### src/rtl/tpq_pkg.sv
// ----------------------------------------------------------------------------
// tpq_pkg
// shared types and constants of the touch press qualifier
// ----------------------------------------------------------------------------
package tpq_pkg;

    localparam int unsigned SIZE_BITS   = 10;
    localparam int unsigned RAW_BITS    = 12;
    localparam int unsigned TIME_BITS   = 32;
    localparam int unsigned WIN_BITS    = 16;
    localparam int unsigned OUT_BITS    = 10;
    localparam int unsigned CFG_IDX_W   = 2;
    localparam int unsigned CFG_DATA_W  = 16;

    localparam logic                 RST_PORTRAIT = 1'b0;
    localparam logic [SIZE_BITS-1:0] RST_WIDTH    = 10'd320;
    localparam logic [SIZE_BITS-1:0] RST_HEIGHT   = 10'd240;
    localparam logic [WIN_BITS-1:0]  RST_WINDOW   = 16'd200;

    typedef enum logic [CFG_IDX_W-1:0] {
        REG_PORTRAIT_MODE = 2'd0,
        REG_SCREEN_WIDTH  = 2'd1,
        REG_SCREEN_HEIGHT = 2'd2,
        REG_SUPPRESS_WIN  = 2'd3
    } t_cfg_reg;

    typedef struct packed {
        logic                 portrait;
        logic [SIZE_BITS-1:0] width;
        logic [SIZE_BITS-1:0] height;
    } t_map_cfg;

endpackage

### src/rtl/touch_press_qualifier_top.sv
// ----------------------------------------------------------------------------
// touch_press_qualifier_top
// stages: input reg, then result reg, from input accept to result accept
// throughput: 1 item per cycle while m_axis_tready does not stall the result stage
// reset: synchronous active low, clears all press state and loads default config
// ----------------------------------------------------------------------------
module touch_press_qualifier_top #(
    parameter int unsigned AGREE_DIVISOR = 20,
    parameter int unsigned COORD_BITS    = 10
) (
    input  logic                              i_clk,
    input  logic                              i_rst_n,
    input  logic                              i_cfg_we,
    input  logic [tpq_pkg::CFG_IDX_W-1:0]     i_cfg_idx,
    input  logic [tpq_pkg::CFG_DATA_W-1:0]    i_cfg_data,
    input  logic                              s_axis_tvalid,
    output logic                              s_axis_tready,
    // raw_x, raw_y, now_ms, wake_takes_press, zero pad
    input  logic [63:0]                       s_axis_tdata,
    // touch_reported
    input  logic                              s_axis_tuser,
    output logic                              m_axis_tvalid,
    input  logic                              m_axis_tready,
    // point_x, point_y, zero pad
    output logic [23:0]                       m_axis_tdata,
    // is_pressed
    output logic                              m_axis_tuser
);
    import tpq_pkg::*;

    localparam int unsigned CMAX = (COORD_BITS > SIZE_BITS) ? COORD_BITS : SIZE_BITS;
    localparam int unsigned DW   = CMAX + $clog2(AGREE_DIVISOR + 1);

    // configuration
    t_map_cfg             r_cfg;
    logic [WIN_BITS-1:0]  r_window;

    // input stage
    logic                 r_in_valid;
    logic                 r_in_rep;
    logic [RAW_BITS-1:0]  r_in_rx;
    logic [RAW_BITS-1:0]  r_in_ry;
    logic [TIME_BITS-1:0] r_in_now;
    logic                 r_in_wake;

    // press state
    logic                  r_sup_active, n_sup_active;
    logic [TIME_BITS-1:0]  r_sup_end,    n_sup_end;
    logic                  r_have_cand,  n_have_cand;
    logic [COORD_BITS-1:0] r_cand_x,     n_cand_x;
    logic [COORD_BITS-1:0] r_cand_y,     n_cand_y;
    logic                  r_press_held, n_press_held;
    logic [COORD_BITS-1:0] r_last_px,    n_last_px;
    logic [COORD_BITS-1:0] r_last_py,    n_last_py;
    logic                  n_pressed;

    // result stage
    logic                  r_out_valid;
    logic                  r_out_pressed;
    logic [OUT_BITS-1:0]   r_out_px;
    logic [OUT_BITS-1:0]   r_out_py;

    logic                  advance;
    logic                  step;
    logic [COORD_BITS-1:0] sx;
    logic [COORD_BITS-1:0] sy;
    logic [COORD_BITS-1:0] dx;
    logic [COORD_BITS-1:0] dy;
    logic [DW-1:0]         dx_scaled;
    logic [DW-1:0]         dy_scaled;
    logic                  agree;
    logic [TIME_BITS-1:0]  t_diff;
    logic                  sup_wait;

    assign advance       = !r_out_valid || m_axis_tready;
    assign step          = r_in_valid && advance;
    assign s_axis_tready = !r_in_valid || advance;

    tpq_map #(
        .COORD_BITS (COORD_BITS)
    ) u_map (
        .i_cfg   (r_cfg),
        .i_raw_x (r_in_rx),
        .i_raw_y (r_in_ry),
        .o_sx    (sx),
        .o_sy    (sy)
    );

    // agreement: |d| <= size / N  is the same as  |d| * N <= size
    assign dx        = (sx > r_cand_x) ? sx - r_cand_x : r_cand_x - sx;
    assign dy        = (sy > r_cand_y) ? sy - r_cand_y : r_cand_y - sy;
    assign dx_scaled = DW'(dx) * DW'(AGREE_DIVISOR);
    assign dy_scaled = DW'(dy) * DW'(AGREE_DIVISOR);
    assign agree     = (dx_scaled <= DW'(r_cfg.width)) && (dy_scaled <= DW'(r_cfg.height));

    assign t_diff   = r_in_now - r_sup_end;
    assign sup_wait = r_sup_active && t_diff[TIME_BITS-1];

    always_comb begin
        n_sup_active = r_sup_active;
        n_sup_end    = r_sup_end;
        n_have_cand  = r_have_cand;
        n_cand_x     = r_cand_x;
        n_cand_y     = r_cand_y;
        n_press_held = r_press_held;
        n_last_px    = r_last_px;
        n_last_py    = r_last_py;
        n_pressed    = 1'b0;
        if (sup_wait) begin
            n_have_cand  = 1'b0;
            n_press_held = 1'b0;
        end else begin
            n_sup_active = 1'b0;
            if (!r_in_rep) begin
                n_have_cand  = 1'b0;
                n_press_held = 1'b0;
            end else if (!r_press_held) begin
                if (!r_have_cand || !agree) begin
                    n_have_cand = 1'b1;
                    n_cand_x    = sx;
                    n_cand_y    = sy;
                end else begin
                    n_have_cand = 1'b0;
                    if (r_in_wake) begin
                        n_sup_active = 1'b1;
                        n_sup_end    = r_in_now + TIME_BITS'(r_window);
                    end else begin
                        n_press_held = 1'b1;
                        n_last_px    = sx;
                        n_last_py    = sy;
                        n_pressed    = 1'b1;
                    end
                end
            end else begin
                n_last_px = sx;
                n_last_py = sy;
                n_pressed = 1'b1;
            end
        end
    end

    // config registers
    always_ff @(posedge i_clk) begin
        if (!i_rst_n) begin
            r_cfg.portrait <= RST_PORTRAIT;
            r_cfg.width    <= RST_WIDTH;
            r_cfg.height   <= RST_HEIGHT;
            r_window       <= RST_WINDOW;
        end else if (i_cfg_we) begin
            unique case (t_cfg_reg'(i_cfg_idx))
                REG_PORTRAIT_MODE: r_cfg.portrait <= i_cfg_data[0];
                REG_SCREEN_WIDTH:  r_cfg.width    <= i_cfg_data[SIZE_BITS-1:0];
                REG_SCREEN_HEIGHT: r_cfg.height   <= i_cfg_data[SIZE_BITS-1:0];
                REG_SUPPRESS_WIN:  r_window       <= i_cfg_data[WIN_BITS-1:0];
                default: ;
            endcase
        end
    end

    // input stage
    always_ff @(posedge i_clk) begin
        if (!i_rst_n) begin
            r_in_valid <= 1'b0;
        end else if (s_axis_tready) begin
            r_in_valid <= s_axis_tvalid;
        end
        if (s_axis_tvalid && s_axis_tready) begin
            r_in_rep  <= s_axis_tuser;
            r_in_rx   <= s_axis_tdata[11:0];
            r_in_ry   <= s_axis_tdata[23:12];
            r_in_now  <= s_axis_tdata[55:24];
            r_in_wake <= s_axis_tdata[56];
        end
    end

    // press state
    always_ff @(posedge i_clk) begin
        if (!i_rst_n) begin
            r_sup_active <= 1'b0;
            r_sup_end    <= '0;
            r_have_cand  <= 1'b0;
            r_cand_x     <= '0;
            r_cand_y     <= '0;
            r_press_held <= 1'b0;
            r_last_px    <= '0;
            r_last_py    <= '0;
        end else if (step) begin
            r_sup_active <= n_sup_active;
            r_sup_end    <= n_sup_end;
            r_have_cand  <= n_have_cand;
            r_cand_x     <= n_cand_x;
            r_cand_y     <= n_cand_y;
            r_press_held <= n_press_held;
            r_last_px    <= n_last_px;
            r_last_py    <= n_last_py;
        end
    end

    // result stage
    always_ff @(posedge i_clk) begin
        if (!i_rst_n) begin
            r_out_valid <= 1'b0;
        end else if (advance) begin
            r_out_valid <= r_in_valid;
        end
        if (step) begin
            r_out_pressed <= n_pressed;
            r_out_px      <= OUT_BITS'(n_last_px);
            r_out_py      <= OUT_BITS'(n_last_py);
        end
    end

    assign m_axis_tvalid = r_out_valid;
    assign m_axis_tuser  = r_out_pressed;
    assign m_axis_tdata  = {4'd0, r_out_py, r_out_px};

`ifndef SYNTH
    a_no_point_released: assert property (@(posedge i_clk) disable iff (!i_rst_n)
        (step && !r_in_rep) |=> (m_axis_tvalid && !m_axis_tuser))
        else $error("released expected for an item with no point");

    a_cand_held_excl: assert property (@(posedge i_clk) disable iff (!i_rst_n)
        !(r_have_cand && r_press_held))
        else $error("candidate and held press both set");

    a_press_holds: assert property (@(posedge i_clk) disable iff (!i_rst_n)
        (step && n_pressed) |=> (r_press_held && !r_sup_active))
        else $error("pressed result without held press");

    a_empty_ready: assert property (@(posedge i_clk) disable iff (!i_rst_n)
        !r_in_valid |-> s_axis_tready)
        else $error("input stage empty but not ready");
`endif

endmodule

### src/rtl/tpq_map.sv
// ----------------------------------------------------------------------------
// tpq_map
// raw controller point to screen point: orientation swap and clamp
// ----------------------------------------------------------------------------
module tpq_map #(
    parameter int unsigned COORD_BITS = 10
) (
    input  tpq_pkg::t_map_cfg              i_cfg,
    input  logic [tpq_pkg::RAW_BITS-1:0]   i_raw_x,
    input  logic [tpq_pkg::RAW_BITS-1:0]   i_raw_y,
    output logic [COORD_BITS-1:0]          o_sx,
    output logic [COORD_BITS-1:0]          o_sy
);
    import tpq_pkg::*;

    logic [SIZE_BITS-1:0] lim_w;
    logic [SIZE_BITS-1:0] lim_h;
    logic [RAW_BITS-1:0]  lim_w_ext;
    logic [RAW_BITS-1:0]  lim_h_ext;
    logic [RAW_BITS-1:0]  h_ext;
    logic [RAW_BITS-1:0]  src_x;
    logic [RAW_BITS-1:0]  clamp_x;
    logic [RAW_BITS-1:0]  clamp_y;

    assign lim_w     = (i_cfg.width == '0) ? '0 : i_cfg.width - 1'b1;
    assign lim_h     = (i_cfg.height == '0) ? '0 : i_cfg.height - 1'b1;
    assign lim_w_ext = RAW_BITS'(lim_w);
    assign lim_h_ext = RAW_BITS'(lim_h);
    assign h_ext     = RAW_BITS'(i_cfg.height);

    assign src_x   = i_cfg.portrait ? i_raw_x : i_raw_y;
    assign clamp_x = (src_x > lim_w_ext) ? lim_w_ext : src_x;

    always_comb begin
        if (i_cfg.portrait) begin
            clamp_y = (i_raw_y > lim_h_ext) ? lim_h_ext : i_raw_y;
        end else begin
            // reversed raw x, negative values pinned to zero
            clamp_y = (i_raw_x >= h_ext) ? '0 : h_ext - 1'b1 - i_raw_x;
        end
    end

    assign o_sx = COORD_BITS'(clamp_x);
    assign o_sy = COORD_BITS'(clamp_y);

endmodule
### config.mk
export PLATFORM = sky130hd
export DESIGN_NAME = touch_press_qualifier_top
export DESIGN_NICKNAME = d
export VERILOG_FILES = /design/src/rtl/tpq_pkg.sv /design/src/rtl/touch_press_qualifier_top.sv /design/src/rtl/tpq_map.sv
export SDC_FILE = /design/constraint.sdc
export NUM_CORES = 1
export LEC_CHECK = 0
export BUFFER_PORTS_ARGS = -buffer_cell sky130_fd_sc_hd__buf_2
export CAP_MARGIN = 20
export CELL_PAD_IN_SITES_DETAIL_PLACEMENT = 1
export CELL_PAD_IN_SITES_GLOBAL_PLACEMENT = 2
export CORE_UTILIZATION = 41
export CTS_CLUSTER_DIAMETER = 100
export DETAILED_ROUTE_END_ITERATION = 16
export PLACE_DENSITY_LB_ADDON = 0.1
export SETUP_SLACK_MARGIN = 0.5
export SYNTH_ARGS = -nofsm -noshare
export SYNTH_HDL_FRONTEND = slang
export SYNTH_SLANG_ARGS = --single-unit
### constraint.sdc
create_clock -name i_clk -period 27.8 [get_ports i_clk]
set_input_delay 2.78 -clock i_clk [delete_from_list [all_inputs] [get_ports i_clk]]
set_output_delay 2.78 -clock i_clk [all_outputs]
set_load 0.01 [all_outputs]
=== Word level (Yosys, flattened, before mapping) ===
Index checks and enable logic that the tools add are counted.

* Register bits: 193
* Output and inout port bits: 27
* Bits of input ports: 88
* Word-level logic and storage cells: 102

* Bitwise operators: 3
* Reduce and logical (&&, ||, !) cells: 22
* $add $sub $neg: 10
* Muxes and demuxes: 32
* Equal/unequal tests: 4
* Multipliers: 2
* $lt $le $gt $ge: 7

{| class="wikitable"
|+ Operator list
! operator !! number
|-
| 2-to-1 mux 10 bit || 18
|-
| subtractor 10 bit || 5
|-
| adder 32 x 16 -> 32 bit || 1
|-
| subtractor 32 bit || 1
|-
| less-or-equal comparator 15 x 10 -> 1 bit || 2
|-
| subtractor 10 x 1 -> 10 bit, second input constant || 3
|-
| multiplier 10 x 3 -> 13 bit, second input constant || 2
|-
| > comparator 12 x 10 -> 1 bit || 2
|-
| > comparator 10 bit || 2
|-
| zero test 10 bit || 2
|-
| 2-to-1 mux 1 bit || 13
|-
| greater-or-equal comparator 12 x 10 -> 1 bit || 1
|-
| 2-to-1 mux 12 bit || 1
|-
| AND reduction 2 bit || 6
|-
| AND reduction 6 bit || 1
|-
| AND reduction 5 bit || 1
|-
| equality test 2 bit, second input constant || 2
|-
| logical AND 1 bit || 4
|-
| zero test 1 bit || 4
|-
| logical OR 1 bit || 3
|-
| != test 3 x 2 -> 1 bit, second input constant || 1
|-
| NOT 1 bit || 3
|-
| equality test 2 x 1 -> 1 bit, second input constant || 1
|-
| zero test 2 bit || 1
|}

=== Logic depth before layout (Yosys ltp) ===
* Depth after elaboration: 16
* Gate-level depth with buffers: 48
* Depth with buffers taken out: 44

=== By module ===
Synthesis repeated with hierarchy kept, for this count alone.

* Cells, all modules: 1,489
* Area, all modules: 13,678.1 sq um

{| class="wikitable"
|+ By module, submodules not included
! module !! seq. area each (sq um) !! times used !! area each (sq um) !! cells each
|-
| touch_press_qualifier_top || 4,654.5 || 1 || 11,674.9 || 1,218
|-
| tpq_map || 0.0 || 1 || 2,003.2 || 271
|}

=== Least setup slack after synthesis ===
OpenSTA, ideal clock, no wires.

* Kind: reg2reg
* Start point: register r_cfg[1] (netlist bit)
* End point: register r_out_px[0], data pin
* Path slack: 18.470 ns
* Data arrival time: 9.070 ns
* Required time: 27.540 ns
* Stages on the path, launching flop included: 44
* Setup time: 0.260 ns
* Cell sequence: dfxtp_1 > inv_1 > ha_1 > or3b_2 > or3_1 > nor3_1 > and2_1 > nor2_1 > inv_1 > ha_1 > nor2b_1 > o21a_1 > o21ai_0 > nand3_1 > a31oi_1 > buf_1 > mux2_2 > o22ai_1 > [8 not listed] > ha_1 > ha_1 > inv_1 > fa_1 > nor2b_1 > o21ai_0 > a21boi_0 > a21oi_1 > ha_1 > a211oi_1 > o21ai_0 > o221ai_1 > nand4_1 > a2111oi_2 > a31oi_1 > nor2_1 > buf_2 > mux2_2

* Word-level cells in the longest chain between the ends: 16
* Elaborated cells on any way between the ends: 23
* Those cells by class: add/sub (5); mul (1); order compare (4); mux (9); reduce/logical (4)

{| class="wikitable"
|+ RTL lines
! element !! line !! RTL
|-
| from (decl) || touch_press_qualifier_top.sv:35 || <nowiki>t_map_cfg r_cfg;</nowiki>
|-
| subtractor 10 x 1 -> 10 bit or zero test 10 bit (tied branches) || tpq_map.sv:26, tpq_map.sv:39 ||
|-
| 2-to-1 mux 10 bit || tpq_map.sv:26 || <nowiki>assign lim_h = (i_cfg.height == '0) ? '0 : i_cfg.height - 1'b1;</nowiki>
|-
| > comparator 12 x 10 -> 1 bit || tpq_map.sv:36 || <nowiki>clamp_y = (i_raw_y > lim_h_ext) ? lim_h_ext : i_raw_y;</nowiki>
|-
| 2-to-1 mux 10 bit || tpq_map.sv:36 ||
|-
| 2-to-1 mux 10 bit (*) || tpq_map.sv:35 || <nowiki>if (i_cfg.portrait) begin</nowiki>
|-
| net sy[2] || touch_press_qualifier_top.sv:66 || <nowiki>logic [COORD_BITS-1:0] sy;</nowiki>
|-
| subtractor 10 bit or > comparator 10 bit (tied branches) || touch_press_qualifier_top.sv:91 || <nowiki>assign dy = (sy > r_cand_y) ? sy - r_cand_y : r_cand_y - sy;</nowiki>
|-
| 2-to-1 mux 10 bit (*) || touch_press_qualifier_top.sv:91 ||
|-
| [2 not listed] || -- ||
|-
| logical AND 1 bit (*) || touch_press_qualifier_top.sv:94 || <nowiki>assign agree = (dx_scaled <= DW'(r_cfg.width)) && (dy_scaled <= DW'(r_cfg.height));</nowiki>
|-
| zero test 1 bit (*) || touch_press_qualifier_top.sv:118 || <nowiki>if (!r_have_cand || !agree) begin</nowiki>
|-
| logical OR 1 bit (*) || touch_press_qualifier_top.sv:118 ||
|-
| 2-to-1 mux 10 bit (*) || touch_press_qualifier_top.sv:118 ||
|-
| 2-to-1 mux 10 bit (*) || touch_press_qualifier_top.sv:117 || <nowiki>end else if (!r_press_held) begin</nowiki>
|-
| 2-to-1 mux 10 bit (*) || touch_press_qualifier_top.sv:114 || <nowiki>if (!r_in_rep) begin</nowiki>
|-
| 2-to-1 mux 10 bit (*) || touch_press_qualifier_top.sv:109 || <nowiki>if (sup_wait) begin</nowiki>
|-
| net n_last_px[0] || touch_press_qualifier_top.sv:53 || <nowiki>logic [COORD_BITS-1:0] r_last_px, n_last_px;</nowiki>
|-
| to (signal assigned) || touch_press_qualifier_top.sv:208 || <nowiki>r_out_px <= OUT_BITS'(n_last_px);</nowiki>
|-
| to (decl) || touch_press_qualifier_top.sv:60 || <nowiki>logic [OUT_BITS-1:0] r_out_px;</nowiki>
|}

The timed path passes the listed nets; every way through them passes the cells marked *.
A chain may end at the register's enable or synchronous reset.

=== Worst setup path after layout ===
* Start point: register r_cfg[1] (netlist bit)
* End point: register r_sup_end[1]

* Word-level cells in the longest chain between the ends: 14
* Elaborated cells on any way between the ends: 21
* Those cells by class: add/sub (5); mul (1); order compare (4); mux (5); bitwise (1); reduce/logical (5)

{| class="wikitable"
|+ RTL lines
! element !! line !! RTL
|-
| subtractor 10 x 1 -> 10 bit or zero test 10 bit (tied branches) || tpq_map.sv:26, tpq_map.sv:39 ||
|-
| 2-to-1 mux 10 bit || tpq_map.sv:26 ||
|-
| > comparator 12 x 10 -> 1 bit || tpq_map.sv:36 ||
|-
| 2-to-1 mux 10 bit || tpq_map.sv:36 ||
|-
| 2-to-1 mux 10 bit (*) || tpq_map.sv:35 ||
|-
| net sy[2] || touch_press_qualifier_top.sv:66 ||
|-
| subtractor 10 bit or > comparator 10 bit (tied branches) || touch_press_qualifier_top.sv:91 ||
|-
| 2-to-1 mux 10 bit (*) || touch_press_qualifier_top.sv:91 ||
|-
| multiplier 10 x 3 -> 13 bit (*) || touch_press_qualifier_top.sv:93 || <nowiki>assign dy_scaled = DW'(dy) * DW'(AGREE_DIVISOR);</nowiki>
|-
| less-or-equal comparator 15 x 10 -> 1 bit (*) || touch_press_qualifier_top.sv:94 ||
|-
| logical AND 1 bit (*) || touch_press_qualifier_top.sv:94 ||
|-
| zero test 1 bit (*) || touch_press_qualifier_top.sv:118 ||
|-
| logical OR 1 bit (*) || touch_press_qualifier_top.sv:118 ||
|-
| NOT 1 bit (no line) (*) || -- ||
|-
| AND reduction 6 bit (no line) (*) || -- ||
|-
| to (signal assigned) || touch_press_qualifier_top.sv:189 || <nowiki>r_sup_end <= n_sup_end;</nowiki>
|-
| to (decl) || touch_press_qualifier_top.sv:48 || <nowiki>logic [TIME_BITS-1:0] r_sup_end, n_sup_end;</nowiki>
|}

Marks and branches as above.

==> results.txt <==
* Post-DP HPWL: roughly 30000 microns
- The floorplan has 66 rows.
- The flow ran to the end, and the final reports show no timing, DRC or antenna violations.
* Detailed-route wire length per cell: around 18 microns
- The biggest area contributor in the post-synthesis netlist is sky130_fd_sc_hd__edfxtp_1.
* Seq/Total Area, Yosys: roughly a third
* IO Port Bufs: approximately 100
* RSZ-0062 raised after global routing: false
* Detailed Routing Iterations Pass 1: 5
- The startpoint identified for the worst register-to-register timing path is r_cfg[1].
* Worst hold path class: flip-flop to flip-flop
- Max-slew violation total from the final report: 0
- Entering global routing, the biggest net connects 60 pins.
- The worst hold path begins at r_have_cand.
- Counting flops with a built-in enable in the synthesized netlist gives 79.
- The synthesized design devotes to its leading area cell type between 10% and 20% of total area.
- For the final routed database, the setup TNS stands at 0 ns.
- Number of buffers inserted during clock tree synthesis: 17
- The largest single stage delay on the critical path is between 0.8 and 0.9 ns.
* Final period util: approximately two fifths
- Number of synthesized register bits: slightly below 200
- Number of global-route vias before repair: around 12000
- Most common cell on crit path: sky130_fd_sc_hd__ha_1
- Critical path arrival: approximately 12 ns
- The synthesized netlist occupies a cell area of between 10000 and 15000 sq um.
* Total of warnings raised by yosys: 0
- Worst-path maximum fanout: 40
- Cells with a size suffix above 1 make up 12.6% of the layout.
- Grouping stages by cell kind, the critical path spends the most delay in simple AND/OR/NAND/NOR gates.
* Signed area change from the synthesized netlist to the final layout: 11.0%
- Launch point of the critical path: r_cfg[1]
- Number of antenna diodes: 0
- CTS placed an instance of sky130_fd_sc_hd__clkbuf_16 at the clock tree root.
* Endpoints failing hold: 0
* Total number of vias: between 10000 and 15000
- Number of buffers between clock root and the deepest sink: 2
- Static Leakage: between 6 and 7 nW
- In this run the power density over the cells is about 70 nW/um^2.
- A synthesized cell averages between 8 and 9 sq um.
- Number of hold-repair buffers added at the cts stage: 0
- In this run, post-CTS repair resized a total of 0 instances.
- Once detail routing completed, the nets flagged for antenna violations numbered 0.
- Wirelength, routed: between 30000 and 40000 microns
* Ratio of routed vias to standard cells: roughly 5.4
- The die is 185 microns tall.
* Initial DRC count: about 450
* Antenna violations before repair: 0
* Clock Pin Slew Worst Setup and Hold Paths: around 0.080 ns
- For the final database, setup skew stands at roughly 0.01 ns.
* Clock sink count: around 190
- After synthesis, the cell types taking the most area are sky130_fd_sc_hd__edfxtp_1 (17%), sky130_fd_sc_hd__dfxtp_1 (17%), sky130_fd_sc_hd__ha_1 (16%).
- For this configuration, the core starts out at a cell density of a little over two fifths.
- Type of destination of the critical path: flip-flop
* Buffering stage count on the worst path with inverters included: 3
* Final setup violation count: 0
- Derived from the worst setup path, the maximum achievable clock frequency is just under 90 MHz.
* Data required, critical path: roughly 28 ns
* IO Pins: 115
- Width of the die: roughly 190 microns
- Synthesis handed over a netlist of between 1500 and 2000 instances.
- Prior to clock tree synthesis, the placed netlist has a worst setup slack of ~16 ns.
- For this run, design rule violations remaining after detail routing come to 0.
- The H-tree generated during clock tree synthesis spans 4 levels.
- VDD sags by at most ~0.000067 V.
- Once the clock tree was built, the setup fixing pass inserted 0 buffers.
* Count of filler cells inserted in the layout: ~3900
- GR Overflow Total: 0
* Path type of the worst setup path: flip-flop to flip-flop
- CTS tree: done
- The die covers 34400 sq um.
- The routed design could run at a clock period as short as about 11 ns.
* First-pass GRT wire length: 61600 microns
- The core region is between 30000 and 40000 sq um.
* Max-Slew Margin vs Limit: a little under a third
- GRT Util Overall: 23.2%
- Async SR Flop Fraction: 0%
* Actual slew at the worst max-slew pin: slightly above 1 ns
- Summing all multi-input logic gate instances after layout gives between 8000 and 9000 sq um.
- Number of max-cap violations: 0
* Register Area: 4650 sq um
- Top FF cell, synth: sky130_fd_sc_hd__dfxtp_1
- The congestion estimate from routability-driven global placement came to approximately 0.88.
- Slowest stage cell, crit path: sky130_fd_sc_hd__nor2_1
* Worst path setup slack after routing: roughly 16 ns
* Clock Latency Late Sink: between 0.4 and 0.5 ns
* Nets: roughly 1900
* Type of element launching the critical path: flip-flop
* Distinct cells, synth: 79
## logic make-up after synthesis
| group | synth area share (%) |
|---|---|
| AOI/OAI and AO/OA | 16.4 |
| and+or+nand+nor | 14.7 |
| xor gates and xnor gates | 3.43 |
| DFF | 33.7 |
| buffers and inverters | 6.20 |
| adders and majority gates | 17.1 |
| muxes | 8.39 |
| other | 0.0272 |
## cell usage after synthesis, types with 21 or more instances
master,count
sky130_fd_sc_hd__nand3_1,30
sky130_fd_sc_hd__o21ai_0,66
sky130_fd_sc_hd__inv_1,159
sky130_fd_sc_hd__mux2_2,37
sky130_fd_sc_hd__ha_1,176
sky130_fd_sc_hd__nor2_1,98
sky130_fd_sc_hd__clkbuf_1,31
sky130_fd_sc_hd__edfxtp_1,79
sky130_fd_sc_hd__mux2i_1,74
sky130_fd_sc_hd__a21o_1,27
sky130_fd_sc_hd__xnor2_1,29
sky130_fd_sc_hd__nand4_1,21
sky130_fd_sc_hd__xor2_1,25
sky130_fd_sc_hd__nand2_1,154
sky130_fd_sc_hd__nor3_1,40
sky130_fd_sc_hd__a21oi_1,110
sky130_fd_sc_hd__a211oi_1,32
sky130_fd_sc_hd__dfxtp_1,114
## metrics by stage
stage	instances	utilization [%]	hold WS [ns]	instance area, sq um	power [mW]
2_1_floorplan	1540	-	0.431	13800	0.694
3_3_place_gp	2040	44.8	0.439	14700	0.804
3_5_place_dp	2040	44.8	0.450	14700	0.820
4_1_cts	2072	46.6	0.461	15300	1.08
5_1_grt	2074	46.7	0.480	15300	1.15
6_report	2074	46.7	0.455	15300	1.07
## final cells by class
cell class | count | area share [%]
multi-input combinational | 1133 | 54.3
sequential | 193 | 30.4
timing repair buffer | 113 | 3.91
tap | 442 | 3.61
inverter | 161 | 3.96
clock buffer | 18 | 2.94
clock inverter | 14 | 0.924
## cells in the final DEF, fill, tap and decap left out, drive strengths merged, types with 71 or more instances in the layout
cell / n
nor2: 98
mux2i: 74
buf: 113
nand2: 154
ha: 176
dfxtp: 114
a21oi: 110
o21ai: 71
edfxtp: 79
inv: 167
## routing by layer
layer / GRT usage, % / wire [microns]
met4: 6.25 / 619
met2: 41.7 / 18800
met1: 28.7 / 17800
met5: 0 / 0
met3: 3.50 / 901
## worst min-delay path, stage by stage (launching register included)
cell	delay (ns)
sky130_fd_sc_hd__dfxtp_1	0.31
sky130_fd_sc_hd__nand2_1	0.05
sky130_fd_sc_hd__a21oi_1	0.05
## state kept, by name (all words and copies together), names as in the netlist, 10 cells and up
name / flops
r_in_now: 32
r_sup_end: 32
r_cfg: 21
r_window: 16
r_in_rx: 12
r_in_ry: 12
r_cand_x: 10
r_cand_y: 10
r_last_px: 10
r_last_py: 10
r_out_px: 10
r_out_py: 10
## worst paths after layout
kind / end / slack, ns / cells past startpoint
hold reg to reg: r_have_cand / 0.46 / 2
setup reg to reg: r_sup_end[1] / 16.39 / 41
setup / recovery: r_sup_end[1] / 16.39 / 41
hold / removal: r_have_cand / 0.46 / 2
## where the power goes
| group | internal, mW | switching (mW) |
|---|---|---|
| Sequential | 0.305 | 0.00930 |
| Combinational | 0.212 | 0.287 |
| Clock | 0.125 | 0.126 |
| Total | 0.642 | 0.423 |
No activity file was read; power rests on OpenSTA's default activity.
